===== src/hdl/imu_gsd_pkg.sv =====
// Shared types and constants for the IMU gesture sequence detector.
package imu_gsd_pkg;

    // Number of entries in the gesture history
    localparam int unsigned HIST_DEPTH = 3;

    localparam int unsigned CODE_W = 3;
    localparam int unsigned CFG_INDEX_W = 2;
    localparam int unsigned CFG_DATA_W = 16;

    // Gesture codes
    localparam logic [CODE_W-1:0] CODE_POINT_DOWN  = 3'd0;
    localparam logic [CODE_W-1:0] CODE_POINT_UP    = 3'd1;
    localparam logic [CODE_W-1:0] CODE_SWING_UP    = 3'd2;
    localparam logic [CODE_W-1:0] CODE_SWING_DOWN  = 3'd3;
    localparam logic [CODE_W-1:0] CODE_ROLL_LEFT   = 3'd4;
    localparam logic [CODE_W-1:0] CODE_ROLL_RIGHT  = 3'd5;

    // Configuration register indexes
    localparam logic [CFG_INDEX_W-1:0] REG_SWING_THRESHOLD    = 2'd0;
    localparam logic [CFG_INDEX_W-1:0] REG_VERTICAL_THRESHOLD = 2'd1;
    localparam logic [CFG_INDEX_W-1:0] REG_HOLD_TIME_MS       = 2'd2;

    // Configuration reset values
    localparam logic [14:0] SWING_THRESHOLD_RST    = 15'd1024;
    localparam logic [14:0] VERTICAL_THRESHOLD_RST = 15'd2304;
    localparam logic [15:0] HOLD_TIME_MS_RST       = 16'd100;

    // One motion sample
    typedef struct packed {
        logic signed [15:0] accel_y;
        logic signed [15:0] gyro_x;
        logic signed [15:0] gyro_y;
        logic [31:0]        time_ms;
    } sample_t;

    // One result word
    typedef struct packed {
        logic              gesture_valid;
        logic [CODE_W-1:0] gesture_code;
        logic              spell_started;
        logic              spell_ended;
        logic              spell_active;
        logic              armed;
    } result_t;

endpackage


===== src/hdl/imu_gesture_sequence_detector_unit.sv =====
// Top level of the IMU gesture sequence detector.
//
// Usage:
//   sample channel  (sample_valid/sample_ready/sample_data): one motion word
//     per handshake, carrying vertical acceleration, two gyro rates and a
//     millisecond stamp.
//   result channel  (result_valid/result_ready/result_data): exactly one
//     result word per sample, in sample order.
//   cfg channel     (cfg_valid/cfg_ready/cfg_index/cfg_data): writes the
//     swing threshold, vertical threshold and hold time; always ready.
//     Write only while no sample is in flight.
// Pipeline: a sample accepted into the input register gives its result
//   word through the result register. Throughput: one sample per cycle
//   while result_ready stays high; the input register feeds a single level
//   of compares and the history update straight into the result register.
// Reset: clears the detector state, the history and the mode flag, and
//   loads the default thresholds.
// Stall: when result_ready is low the result register holds, the input
//   register keeps one more word, and sample_ready then drops.
module imu_gesture_sequence_detector_unit (
    input  logic                                  clk,
    input  logic                                  rst_n,
    input  logic                                  sample_valid,
    output logic                                  sample_ready,
    input  imu_gsd_pkg::sample_t                  sample_data,
    output logic                                  result_valid,
    input  logic                                  result_ready,
    output imu_gsd_pkg::result_t                  result_data,
    input  logic                                  cfg_valid,
    output logic                                  cfg_ready,
    input  logic [imu_gsd_pkg::CFG_INDEX_W-1:0]   cfg_index,
    input  logic [imu_gsd_pkg::CFG_DATA_W-1:0]    cfg_data
);

    localparam int unsigned HD = imu_gsd_pkg::HIST_DEPTH;
    localparam int unsigned CW = imu_gsd_pkg::CODE_W;

    // Configuration registers
    logic [14:0] swing_reg;
    logic [14:0] vert_reg;
    logic [15:0] hold_reg;

    // Input stage
    logic                 in_valid_reg;
    imu_gsd_pkg::sample_t in_data_reg;

    // Detector state
    logic          armed_reg,  armed_next;
    logic [31:0]   stamp_reg,  stamp_next;
    logic [CW-1:0] hist_reg  [HD];
    logic [CW-1:0] hist_next [HD];
    logic [1:0]    fill_reg,   fill_next;
    logic          mode_reg,   mode_next;

    // Output stage
    logic                 out_valid_reg;
    imu_gsd_pkg::result_t out_data_reg, out_data_next;

    logic advance;

    // Datapath temporaries
    logic [15:0]        gx_mag, gy_mag;
    logic signed [16:0] ay_ext, vt_ext, vt_neg;
    logic               swing_hit, ay_high, ay_low;
    logic [31:0]        elapsed;
    logic               hold_done;
    logic               code_valid;
    logic [CW-1:0]      code;
    logic               started, ended;

    assign cfg_ready    = 1'b1;
    assign advance      = in_valid_reg && (!out_valid_reg || result_ready);
    assign sample_ready = !in_valid_reg || advance;
    assign result_valid = out_valid_reg;
    assign result_data  = out_data_reg;

    // Write configuration; unused index is ignored
    always_ff @(posedge clk or negedge rst_n)
    begin
        if (!rst_n)
        begin
            swing_reg <= imu_gsd_pkg::SWING_THRESHOLD_RST;
            vert_reg  <= imu_gsd_pkg::VERTICAL_THRESHOLD_RST;
            hold_reg  <= imu_gsd_pkg::HOLD_TIME_MS_RST;
        end
        else if (cfg_valid && cfg_ready)
        begin
            unique case (cfg_index)
                imu_gsd_pkg::REG_SWING_THRESHOLD:    swing_reg <= cfg_data[14:0];
                imu_gsd_pkg::REG_VERTICAL_THRESHOLD: vert_reg  <= cfg_data[14:0];
                imu_gsd_pkg::REG_HOLD_TIME_MS:       hold_reg  <= cfg_data;
                default: ;
            endcase
        end
    end

    // Compares on the registered sample
    always_comb
    begin
        gx_mag    = in_data_reg.gyro_x[15] ? (~in_data_reg.gyro_x + 16'd1)
                                           : in_data_reg.gyro_x;
        gy_mag    = in_data_reg.gyro_y[15] ? (~in_data_reg.gyro_y + 16'd1)
                                           : in_data_reg.gyro_y;
        ay_ext    = {in_data_reg.accel_y[15], in_data_reg.accel_y};
        vt_ext    = {2'b00, vert_reg};
        vt_neg    = -vt_ext;
        swing_hit = (gx_mag > {1'b0, swing_reg}) || (gy_mag > {1'b0, swing_reg});
        ay_high   = ay_ext >= vt_ext;
        ay_low    = ay_ext <= vt_neg;
        elapsed   = in_data_reg.time_ms - stamp_reg;
        hold_done = elapsed > {16'd0, hold_reg};
    end

    // Arm, classify, push history and check patterns
    always_comb
    begin
        armed_next = armed_reg;
        stamp_next = stamp_reg;
        fill_next  = fill_reg;
        mode_next  = mode_reg;
        for (int i = 0; i < HD; i++)
        begin
            hist_next[i] = hist_reg[i];
        end
        code_valid = 1'b0;
        code       = imu_gsd_pkg::CODE_POINT_DOWN;
        started    = 1'b0;
        ended      = 1'b0;

        if (!armed_reg)
        begin
            if (swing_hit || ay_high || ay_low)
            begin
                armed_next = 1'b1;
                stamp_next = in_data_reg.time_ms;
            end
        end
        else if (hold_done)
        begin
            armed_next = 1'b0;
            if (ay_low && !mode_reg)
            begin
                code_valid = 1'b1;
                code       = imu_gsd_pkg::CODE_POINT_UP;
            end
            else if (ay_high)
            begin
                code_valid = 1'b1;
                code       = imu_gsd_pkg::CODE_POINT_DOWN;
            end
            else if (!mode_reg)
            begin
                code_valid = 1'b1;
                if (gx_mag > gy_mag)
                begin
                    code = (!in_data_reg.gyro_x[15] && (in_data_reg.gyro_x != 16'sd0))
                           ? imu_gsd_pkg::CODE_SWING_DOWN : imu_gsd_pkg::CODE_SWING_UP;
                end
                else
                begin
                    code = (!in_data_reg.gyro_y[15] && (in_data_reg.gyro_y != 16'sd0))
                           ? imu_gsd_pkg::CODE_ROLL_RIGHT : imu_gsd_pkg::CODE_ROLL_LEFT;
                end
            end

            if (code_valid)
            begin
                // Fill first, then drop the oldest and shift down
                if (fill_reg < 2'(HD))
                begin
                    for (int i = 0; i < HD; i++)
                    begin
                        if (fill_reg == 2'(i))
                        begin
                            hist_next[i] = code;
                        end
                    end
                    fill_next = fill_reg + 2'd1;
                end
                else
                begin
                    for (int i = 0; i < HD - 1; i++)
                    begin
                        hist_next[i] = hist_reg[i + 1];
                    end
                    hist_next[HD - 1] = code;
                end

                if ((hist_next[0] == imu_gsd_pkg::CODE_POINT_UP) &&
                    (((hist_next[1] == imu_gsd_pkg::CODE_SWING_UP) &&
                      (hist_next[2] == imu_gsd_pkg::CODE_POINT_UP)) ||
                     ((hist_next[1] == imu_gsd_pkg::CODE_SWING_DOWN) &&
                      (hist_next[2] == imu_gsd_pkg::CODE_SWING_UP))))
                begin
                    mode_next = 1'b1;
                    started   = 1'b1;
                end
                if (mode_next &&
                    (hist_next[0] == imu_gsd_pkg::CODE_POINT_DOWN) &&
                    (hist_next[1] == imu_gsd_pkg::CODE_POINT_DOWN) &&
                    (hist_next[2] == imu_gsd_pkg::CODE_POINT_DOWN))
                begin
                    mode_next = 1'b0;
                    ended     = 1'b1;
                end
            end
        end

        out_data_next.gesture_valid = code_valid;
        out_data_next.gesture_code  = code;
        out_data_next.spell_started = started;
        out_data_next.spell_ended   = ended;
        out_data_next.spell_active  = mode_next;
        out_data_next.armed         = armed_next;
    end

    // Hold the accepted sample until it advances
    always_ff @(posedge clk or negedge rst_n)
    begin
        if (!rst_n)
        begin
            in_valid_reg <= 1'b0;
        end
        else if (sample_ready)
        begin
            in_valid_reg <= sample_valid;
        end
    end

    always_ff @(posedge clk)
    begin
        if (sample_valid && sample_ready)
        begin
            in_data_reg <= sample_data;
        end
    end

    // Update detector state on advance
    always_ff @(posedge clk or negedge rst_n)
    begin
        if (!rst_n)
        begin
            armed_reg <= 1'b0;
            stamp_reg <= 32'd0;
            fill_reg  <= 2'd0;
            mode_reg  <= 1'b0;
            for (int i = 0; i < HD; i++)
            begin
                hist_reg[i] <= imu_gsd_pkg::CODE_POINT_DOWN;
            end
        end
        else if (advance)
        begin
            armed_reg <= armed_next;
            stamp_reg <= stamp_next;
            fill_reg  <= fill_next;
            mode_reg  <= mode_next;
            for (int i = 0; i < HD; i++)
            begin
                hist_reg[i] <= hist_next[i];
            end
        end
    end

    // Present the result word; drop it once taken
    always_ff @(posedge clk or negedge rst_n)
    begin
        if (!rst_n)
        begin
            out_valid_reg <= 1'b0;
        end
        else if (advance)
        begin
            out_valid_reg <= 1'b1;
        end
        else if (result_ready)
        begin
            out_valid_reg <= 1'b0;
        end
    end

    always_ff @(posedge clk)
    begin
        if (advance)
        begin
            out_data_reg <= out_data_next;
        end
    end

endmodule


===== config.mk =====
export PLATFORM = sky130hd
export DESIGN_NAME = imu_gesture_sequence_detector_unit
export DESIGN_NICKNAME = d
export VERILOG_FILES = /design/src/hdl/imu_gsd_pkg.sv /design/src/hdl/imu_gesture_sequence_detector_unit.sv
export SDC_FILE = /design/constraint.sdc
export NUM_CORES = 1
export LEC_CHECK = 0
export ABC_AREA = 1
export BUFFER_PORTS_ARGS = -buffer_cell sky130_fd_sc_hd__buf_4
export CAP_MARGIN = 25
export CORE_ASPECT_RATIO = 1.25
export CORE_MARGIN = 1.5
export CORE_UTILIZATION = 39
export DETAILED_ROUTE_END_ITERATION = 7
export GPL_ROUTABILITY_DRIVEN = 0
export MAX_ROUTING_LAYER = met4
export SLEW_MARGIN = 20
export SYNTH_ARGS = -nofsm -noshare
export SYNTH_HDL_FRONTEND = slang
export SYNTH_SLANG_ARGS = --single-unit

===== constraint.sdc =====
create_clock -name clk -period 3.8 [get_ports clk]
set_input_delay 0.57 -clock clk [delete_from_list [all_inputs] [get_ports clk]]
set_output_delay 0.57 -clock clk [all_outputs]
set_load 0.05 [all_outputs]

==> summary.txt, run 1 <==
Layout
  – Total number of nets in the final design: 1951
  – Sequential cell area in the final layout: 4977 sq um
  – Final cell count without fillers: 2136
  – Diodes inserted: 0
  – Largest register FFs: 64
  – Fraction of final layout cells with drive strength greater than 1: 0.1874
  – Combined area of the multi-input logic cells: 6528 sq um
  – Area growth syn-to-layout: 22.14%
  – Filler cells: 3053

Route
  – Number of detailed-routing iterations run before antenna repair: 6
  – Via count normalized by instance count: 4.876
  – Post-DR wirelength/cell: 14.60 microns
  – Total via count after detailed routing: 10420
  – Residual DRC count: 0
  – Post-Route WL: 31180 microns
  – Drt initial violations: 564
  – Antenna Nets Post-Route: 0

Synthesis
  – #FFs+latches synth: 181
  – EDFF count, synth: 88
  – Avg Cell Area, Syn: 7.966 sq um
  – Main flop type after synthesis: sky130_fd_sc_hd__edfxtp_1
  – Cells taking the most area after synthesis: sky130_fd_sc_hd__edfxtp_1 21%, sky130_fd_sc_hd__dfrtp_1 18%, sky130_fd_sc_hd__ha_1 13%, sky130_fd_sc_hd__nand2_1 12%, sky130_fd_sc_hd__inv_1 8.2%
  – Most used standard cells in the synthesized netlist: 395 x sky130_fd_sc_hd__nand2_1, 268 x sky130_fd_sc_hd__inv_1, 132 x sky130_fd_sc_hd__nor2_1, 131 x sky130_fd_sc_hd__ha_1, 88 x sky130_fd_sc_hd__edfxtp_1
  – Cell taking the most area after synthesis: sky130_fd_sc_hd__edfxtp_1
  – Area share of the largest cell type after synthesis: 0.2147
  – Most frequent cell after synthesis: sky130_fd_sc_hd__nand2_1
  – Total number of yosys warnings: 0
  – Synthesized instance count: 1545
  – Post-synthesis async set-or-reset flop share: 0.5138
  – Sequential fraction of the synthesis area: 0.4044
  – Cell area after synthesis: 12310 sq um
  – Net Count, Synth: 1780
  – Number of unique standard cell types used by synthesis: 50

Power
  – Switch Pwr: 0.003970 W
  – Share of power burned in combinational logic: 0.509
  – Cell-internal power: 0.005182 W
  – Power per Cell Area: 608.8 nW/um^2
  – Peak VDD IR: 353.4 uV
  – Clock share of power: 0.193
  – Leakage Power: 7.457 nW
  – Switching fraction of total power: 0.4338
  – Relative contribution of sequential cells to total power: 0.298

Hold path
  – Class of the worst hold path: primary input to asynchronous set/reset pin

STA
  – Endpoints failing setup: 26
  – Relative slew margins: 0.3560
  – Setup repair after global routing missed its margin: yes
  – Max frequency: 0.2565 GHz
  – Worst path setup slack after routing: -0.09881 ns
  – Fraction of the cycle the final worst path needs: 1.026
  – Final-report max-slew violation count: 0
  – Measured slew at the worst slew-check pin: 0.9633 ns
  – Count of endpoints failing hold in the final timing report: 0
  – Worst clock skew on the final layout: 0.01359 ns
  – Shortest clock period the worst path allows after layout: 3.899 ns
  – Sum of negative setup slack: -0.9909 ns

Placed design
  – Number of placed instances with taps included: 2082
  – HPWL after detailed placement: 24080 microns
  – Number of buffers inserted by port buffering: 112

Clock tree
  – Clock root buffer: sky130_fd_sc_hd__clkbuf_16
  – Number of sinks handled by clock tree synthesis: 181
  – H-tree levels: 4
  – TritonCTS clock tree: yes
  – Hold Buf Count CTS: 0
  – Clock latency of the later-clocked register in the worst-skew pair: 0.45 ns
  – TritonCTS Buffers: 17
  – Clock slew at the register clock pins of the worst setup and hold paths: 0.08 ns
  – Worst-case clock buffer depth: 2

Job
  – Max-capacitance violation count: 0

Floorplan
  – Initial Util: 0.3971
  – Die Y-Extent: 201.6 microns
  – Die area: 32640 sq um
  – Horizontal die dimension: 161.9 microns
  – Core Rows: 72
  – Placeable Area: 30990 sq um
  – I/O pin total: 114

Critical path
  – Worst Path Required: 4.00 ns
  – Largest fanout on the critical path: 5
  – Nature of the critical path endpoint: register
  – Worst Setup Start Kind: register
  – Data arrival, critical path: 4.10 ns
  – CP Class: register to register

GRT
  – Final global-route overflow total: 0
  – Global-route usage over all layers: 0.1977
  – Maximum number of pins on one net before global-route repair: 75
  – Wire length of the first global-routing pass: 49490 microns
  – Number of antenna violations at the first check in global routing: 0
  – Vias in the first global route: 10350

Run status
  – Status: finished with violations
  – Violations in the final reports: setup timing
[critical path, cell delays in order, from the launching register on]
cell and delay [ns]:
sky130_fd_sc_hd__edfxtp_1 0.43, sky130_fd_sc_hd__inv_2 0.11, sky130_fd_sc_hd__ha_1 0.17, sky130_fd_sc_hd__nand3_1 0.22
sky130_fd_sc_hd__o41ai_2 0.36, sky130_fd_sc_hd__xor2_1 0.30, sky130_fd_sc_hd__inv_1 0.09, sky130_fd_sc_hd__ha_1 0.31
sky130_fd_sc_hd__nand4_1 0.15, sky130_fd_sc_hd__nor3_4 0.25, sky130_fd_sc_hd__nand3_2 0.15, sky130_fd_sc_hd__nand2_2 0.09
sky130_fd_sc_hd__nand2_1 0.06, sky130_fd_sc_hd__nor2_2 0.22, sky130_fd_sc_hd__nand2_8 0.08, sky130_fd_sc_hd__nand2_2 0.06
sky130_fd_sc_hd__nand2_2 0.06, sky130_fd_sc_hd__nand2_2 0.08, sky130_fd_sc_hd__nor2_2 0.05, sky130_fd_sc_hd__nand2_1 0.07
sky130_fd_sc_hd__nor2_1 0.04, sky130_fd_sc_hd__nand2_1 0.09, sky130_fd_sc_hd__nand2_2 0.07, sky130_fd_sc_hd__nand2_2 0.09
sky130_fd_sc_hd__a21oi_1 0.06
[power by group through the flow]
stage	logic, W	registers [W]	clock network, W
2_1_floorplan	0.00312	0.00275	0
3_3_place_gp	0.00423	0.00276	0
3_5_place_dp	0.00434	0.00276	0
4_1_cts	0.00442	0.00272	0.00183
5_1_grt	0.00531	0.00278	0.00190
6_report	0.00466	0.00273	0.00177
[cell type report]
cell class	instances	share of cell area
Multi-Input combinational cell	1068	0.4342
Clock buffer	17	0.02830
Inverter	275	0.06875
Timing Repair Buffer	173	0.09314
Tap cell	407	0.03388
Clock inverter	15	0.01057
Sequential cell	181	0.3311
[timing repair]
item                       in CTS  in global routing
setup endpoints to repair      37                 53
gates resized for setup        32                 54
pin swaps                      26                 30
gates cloned                    0                  4
buffers inserted                7                  8
[cell families after synthesis]
family	share of synthesized area
other	0.0003047
xor gates and xnor gates	0.04057
and+or+nand+nor	0.2285
buffers and inverters	0.09404
AOI/OAI and AO/OA	0.09730
adders and majority gates	0.1348
DFF	0.4044
[stage by stage]
| stage | setup WS [ns] | instance area [sq um] | power, W | utilization | hold WS, ns |
|---|---|---|---|---|---|
| 6_report | -0.09881 | 15030 | 0.009152 | 0.4851 | 0.008490 |
| 5_1_grt | -0.3696 | 15030 | 0.009985 | 0.4851 | 0.007100 |
| 4_1_cts | -0.05882 | 14610 | 0.008972 | 0.4716 | 0.2689 |
| 3_5_place_dp | -0.3275 | 13850 | 0.007095 | 0.4468 | 0.4765 |
| 3_3_place_gp | -0.2467 | 13850 | 0.006984 | 0.4468 | 0.4622 |
| 2_1_floorplan | 0.1818 | 12310 | 0.005866 | - | 0.2744 |
[layout by cell type, fill, tap and decap left out, types with 5 or more instances in the layout]
cell type,Yosys,routed
sky130_fd_sc_hd__clkbuf_16,0,19
sky130_fd_sc_hd__dfrtp_1,87,87
sky130_fd_sc_hd__o21ai_0,82,79
sky130_fd_sc_hd__nand2_1,395,377
sky130_fd_sc_hd__nor3_1,15,9
sky130_fd_sc_hd__nand3_2,0,8
sky130_fd_sc_hd__nand3_1,62,53
sky130_fd_sc_hd__xor2_1,53,51
sky130_fd_sc_hd__inv_6,0,6
sky130_fd_sc_hd__buf_4,3,160
sky130_fd_sc_hd__a21o_1,5,5
sky130_fd_sc_hd__inv_2,5,10
sky130_fd_sc_hd__dfstp_2,6,6
sky130_fd_sc_hd__buf_6,4,9
sky130_fd_sc_hd__nor3_2,5,6
sky130_fd_sc_hd__a21oi_1,71,66
sky130_fd_sc_hd__a21oi_2,3,8
sky130_fd_sc_hd__edfxtp_1,88,88
sky130_fd_sc_hd__nor3_4,0,5
sky130_fd_sc_hd__nor2_2,6,10
sky130_fd_sc_hd__nand4_1,17,17
sky130_fd_sc_hd__ha_1,131,126
sky130_fd_sc_hd__o21ai_1,25,27
sky130_fd_sc_hd__inv_1,268,262
sky130_fd_sc_hd__nand2_2,13,29
sky130_fd_sc_hd__nor2_1,132,126
[final timing paths]
check / from / endpoint / slack [ns] / depth (start not counted)
max in group asynchronous: rst_n / hold_reg[2]$_DFFE_PN1P_ / 3.15 / 2
setup reg to reg: in_data_reg[32]$_DFFE_PP_ / result_data[1]$_DFFE_PP_ / -0.1 / 24
hold / removal: rst_n / fill_reg[1]$_DFFE_PN0P_ / 0.008 / 1
min in group clk: sample_data[16] / in_data_reg[16]$_DFFE_PP_ / 0.29 / 1
hold reg to reg: swing_reg[13]$_DFFE_PN0P_ / swing_reg[13]$_DFFE_PN0P_ / 0.49 / 2
setup / recovery: in_data_reg[32]$_DFFE_PP_ / result_data[1]$_DFFE_PP_ / -0.1 / 24
[per-layer routing]
layer  up-vias  GRT usage  share of wire
met1      4839     0.2162           0.41
met5         -          -              0
met3        60    0.02804          0.031
met2       193     0.3622           0.53
li1       5323          -              -
met4         0    0.06946          0.029
Power figures use the tool's default switching activity.
==> inputs of run 2 (changes only) <==
clock period = 5 ns   (was 3.8 ns; I/O delays follow)
==> run 2 against run 1 <==
Compared with the run above: the flow now finishes without violations; first-iteration DRC count up 11%; via count decreased by 2.9%; core utilization decreased by 2.7 points; clock power shrank 23%; sequential power shrank 24%; final area down 5.6%; worst setup slack improved by 0.76 ns; non-clock buffer count decreased by 58; wire length is 3.4% lower; largest cell class unchanged; largest power group unchanged.
==> summary.txt, run 2 (same netlist as run 1, synthesis figures left out) <==
Run status
  – Status: complete, no violations

Clock tree
  – Worst-case clock buffer depth: 2
  – TritonCTS Buffers: 17
  – H-tree levels: 4
  – Clock slew at the register clock pins of the worst setup and hold paths: 0.08 ns
  – TritonCTS clock tree: yes
  – Number of sinks handled by clock tree synthesis: 181
  – Clock latency of the later-clocked register in the worst-skew pair: 0.45 ns
  – Clock root buffer: sky130_fd_sc_hd__clkbuf_16

GRT
  – Wire length of the first global-routing pass: 48980 microns
  – Number of antenna violations at the first check in global routing: 0
  – Vias in the first global route: 10220
  – Global-route usage over all layers: 0.1949
  – Final global-route overflow total: 0
  – Maximum number of pins on one net before global-route repair: 55

STA
  – Fraction of the cycle the final worst path needs: 0.8685
  – Shortest clock period the worst path allows after layout: 4.343 ns
  – Endpoints failing setup: 0
  – Count of endpoints failing hold in the final timing report: 0
  – Final-report max-slew violation count: 0
  – Worst clock skew on the final layout: 0.01197 ns
  – Measured slew at the worst slew-check pin: 0.9698 ns
  – Max frequency: 0.2303 GHz
  – Setup repair after global routing missed its margin: no
  – Worst Hold Margin: 0.3458 ns
  – Sum of negative setup slack: 0 ns
  – Relative slew margins: 0.3516

Power
  – Switching fraction of total power: 0.4368
  – Power per Cell Area: 465.0 nW/um^2
  – Leakage Power: 7.097 nW
  – Relative contribution of sequential cells to total power: 0.314
  – Cell-internal power: 0.003715 W
  – Clock share of power: 0.207
  – Switch Pwr: 0.002882 W
  – Share of power burned in combinational logic: 0.479
  – Peak VDD IR: 231.5 uV

Floorplan
  – Die area: 32640 sq um
  – Initial Util: 0.3971
  – Core Rows: 72
  – I/O pin total: 114
  – Horizontal die dimension: 161.9 microns
  – Placeable Area: 30990 sq um
  – Die Y-Extent: 201.6 microns

Route
  – Post-DR wirelength/cell: 14.49 microns
  – Antenna Nets Post-Route: 0
  – Total via count after detailed routing: 10120
  – Number of detailed-routing iterations run before antenna repair: 7
  – Post-Route WL: 30120 microns
  – Residual DRC count: 0
  – Drt initial violations: 628
  – Via count normalized by instance count: 4.869

Layout
  – Diodes inserted: 0
  – Area growth syn-to-layout: 15.26%
  – Final core occ: 0.4577
  – Fraction of final layout cells with drive strength greater than 1: 0.1221
  – Total number of nets in the final design: 1893
  – Commonest cells after routing, fill and taps aside: 395 x sky130_fd_sc_hd__nand2_1, 267 x sky130_fd_sc_hd__inv_1, 132 x sky130_fd_sc_hd__nor2_1
  – Cell area after layout: 14180 sq um
  – Largest register FFs: 64
  – Most common cell after layout, fill and taps aside: sky130_fd_sc_hd__nand2_1
  – Filler cells: 3155

Critical path
  – Max stage delay cell, worst path: sky130_fd_sc_hd__dfrtp_1
  – Critical register-to-register path startpoint: vert_reg[0]$_DFFE_PN0P_
  – Worst R2R Path Depth: 23
  – Data arrival, critical path: 4.71 ns
  – Largest fanout on the critical path: 27
  – Worst Setup Start Kind: register
  – Reg2Reg Setup Slack: 0.66 ns
  – Peak per-stage delay on the critical path: 0.42 ns
  – CP Class: register to register
  – Worst Path Required: 5.36 ns
  – List of cells traversed by the critical path: inv_1 > ha_1 > nand3_1 > nor3_1 > nand4_1 > nor2_1 > nand2_1 > nor2_1 > nand3_1 > xor2_1 > ha_1 > nand2_1 > nor2_2 > nand2_2 > nor3_2 > nor2_1 > nand3_1 > nand3_1 > nor4b_4 > nand2_1 > nand3_4 > nand2_1 > o21ai_1
  – Endpoint of the worst-slack reg-to-reg timing path: stamp_reg[11]$_DFFE_PN0P_
  – Nature of the critical path endpoint: register

Job
  – Max-capacitance violation count: 0

Placed design
  – Placement Cell Area: 13550 sq um
  – Number of buffers inserted by port buffering: 112
  – HPWL after detailed placement: 23700 microns

Hold path
  – Class of the worst hold path: primary input to asynchronous set/reset pin
-- run 2: cell types whose count changed in the layout (fill, tap and decap cells not counted), moves of 5 or more --
cell | before | now
sky130_fd_sc_hd__a21oi_1 | 66 | 71
sky130_fd_sc_hd__a21oi_2 | 8 | 3
sky130_fd_sc_hd__buf_4 | 160 | 114
sky130_fd_sc_hd__buf_6 | 9 | 1
sky130_fd_sc_hd__ha_1 | 126 | 131
sky130_fd_sc_hd__inv_1 | 262 | 267
sky130_fd_sc_hd__inv_2 | 10 | 5
sky130_fd_sc_hd__nand2_1 | 377 | 395
sky130_fd_sc_hd__nand2_2 | 29 | 13
sky130_fd_sc_hd__nand3_1 | 53 | 62
sky130_fd_sc_hd__nand3_2 | 8 | 0
sky130_fd_sc_hd__nor2_1 | 126 | 132
sky130_fd_sc_hd__nor3_1 | 9 | 15
sky130_fd_sc_hd__nor3_4 | 5 | 0
-- run 2: cell type report --
| class | count | area [sq um] | area share |
|---|---|---|---|
| Multi-Input combinational cell | 1068 | 6198 | 0.4370 |
| Sequential cell | 181 | 4977 | 0.3509 |
| Inverter | 275 | 1033 | 0.07286 |
| Timing Repair Buffer | 115 | 867.1 | 0.06113 |
| Tap cell | 407 | 509.2 | 0.03590 |
| Clock buffer | 17 | 425.4 | 0.02999 |
| Clock inverter | 15 | 173.9 | 0.01226 |
-- run 2: worst max path at each step --
stage	start	endpoint	slack (ns)	cells after the start
after floorplan	vert_reg[0]$_DFFE_PN0P_	result_data[1]$_DFFE_PP_	1.38	29
after global placement	vert_reg[0]$_DFFE_PN0P_	stamp_reg[3]$_DFFE_PN0P_	0.77	23
after global routing	vert_reg[0]$_DFFE_PN0P_	stamp_reg[9]$_DFFE_PN0P_	0.11	23
final	vert_reg[0]$_DFFE_PN0P_	stamp_reg[11]$_DFFE_PN0P_	0.66	23
after CTS	vert_reg[0]$_DFFE_PN0P_	stamp_reg[11]$_DFFE_PN0P_	0.52	23
after detailed placement	vert_reg[1]$_DFFE_PN0P_	stamp_reg[11]$_DFFE_PN0P_	0.56	23
-- run 2: timing repair --
action                                  4_1_cts  5_1_grt
hold buffers                                  0        0
resized for setup                             0        2
endpoints found under the setup margin        0       24
buffers inserted                              0        0
-- run 2: per-stage QoR --
step / worst slack [ns] / cells / power [W]
2_1_floorplan: 1.382 / 1545 / 0.004458
3_3_place_gp: 0.7716 / 2044 / 0.005151
3_5_place_dp: 0.5606 / 2044 / 0.005234
4_1_cts: 0.5232 / 2076 / 0.006631
5_1_grt: 0.1075 / 2078 / 0.007225
6_report: 0.6573 / 2078 / 0.006597
-- run 2: critical path: cells and delay by family, from the launching register on --
family / cells / cell delay (ns)
flops: 1 / 0.42
buf+inv: 1 / 0.07
fa+ha+maj: 2 / 0.48
simple gates: 18 / 3.01
compound gates: 1 / 0.09
xor+xnor: 1 / 0.17
-- run 2: per-layer routing --
| metal | GRT usage | share of wire | vias up |
|---|---|---|---|
| met5 | - | 0 | - |
| met4 | 0.06619 | 0.024 | 0 |
| met3 | 0.02762 | 0.028 | 42 |
| met2 | 0.3610 | 0.53 | 177 |
| met1 | 0.2108 | 0.42 | 4698 |
| li1 | - | - | 5200 |
-- run 2: power groups by stage --
| stage | clock (W) | combinational [W] | sequential [W] |
|---|---|---|---|
| global route | 0.00146 | 0.00366 | 0.00211 |
| floorplan | 0 | 0.00237 | 0.00209 |
| finish | 0.00137 | 0.00316 | 0.00207 |
| global placement | 0 | 0.00305 | 0.00210 |
| CTS | 0.00140 | 0.00316 | 0.00207 |
| detailed placement | 0 | 0.00314 | 0.00210 |
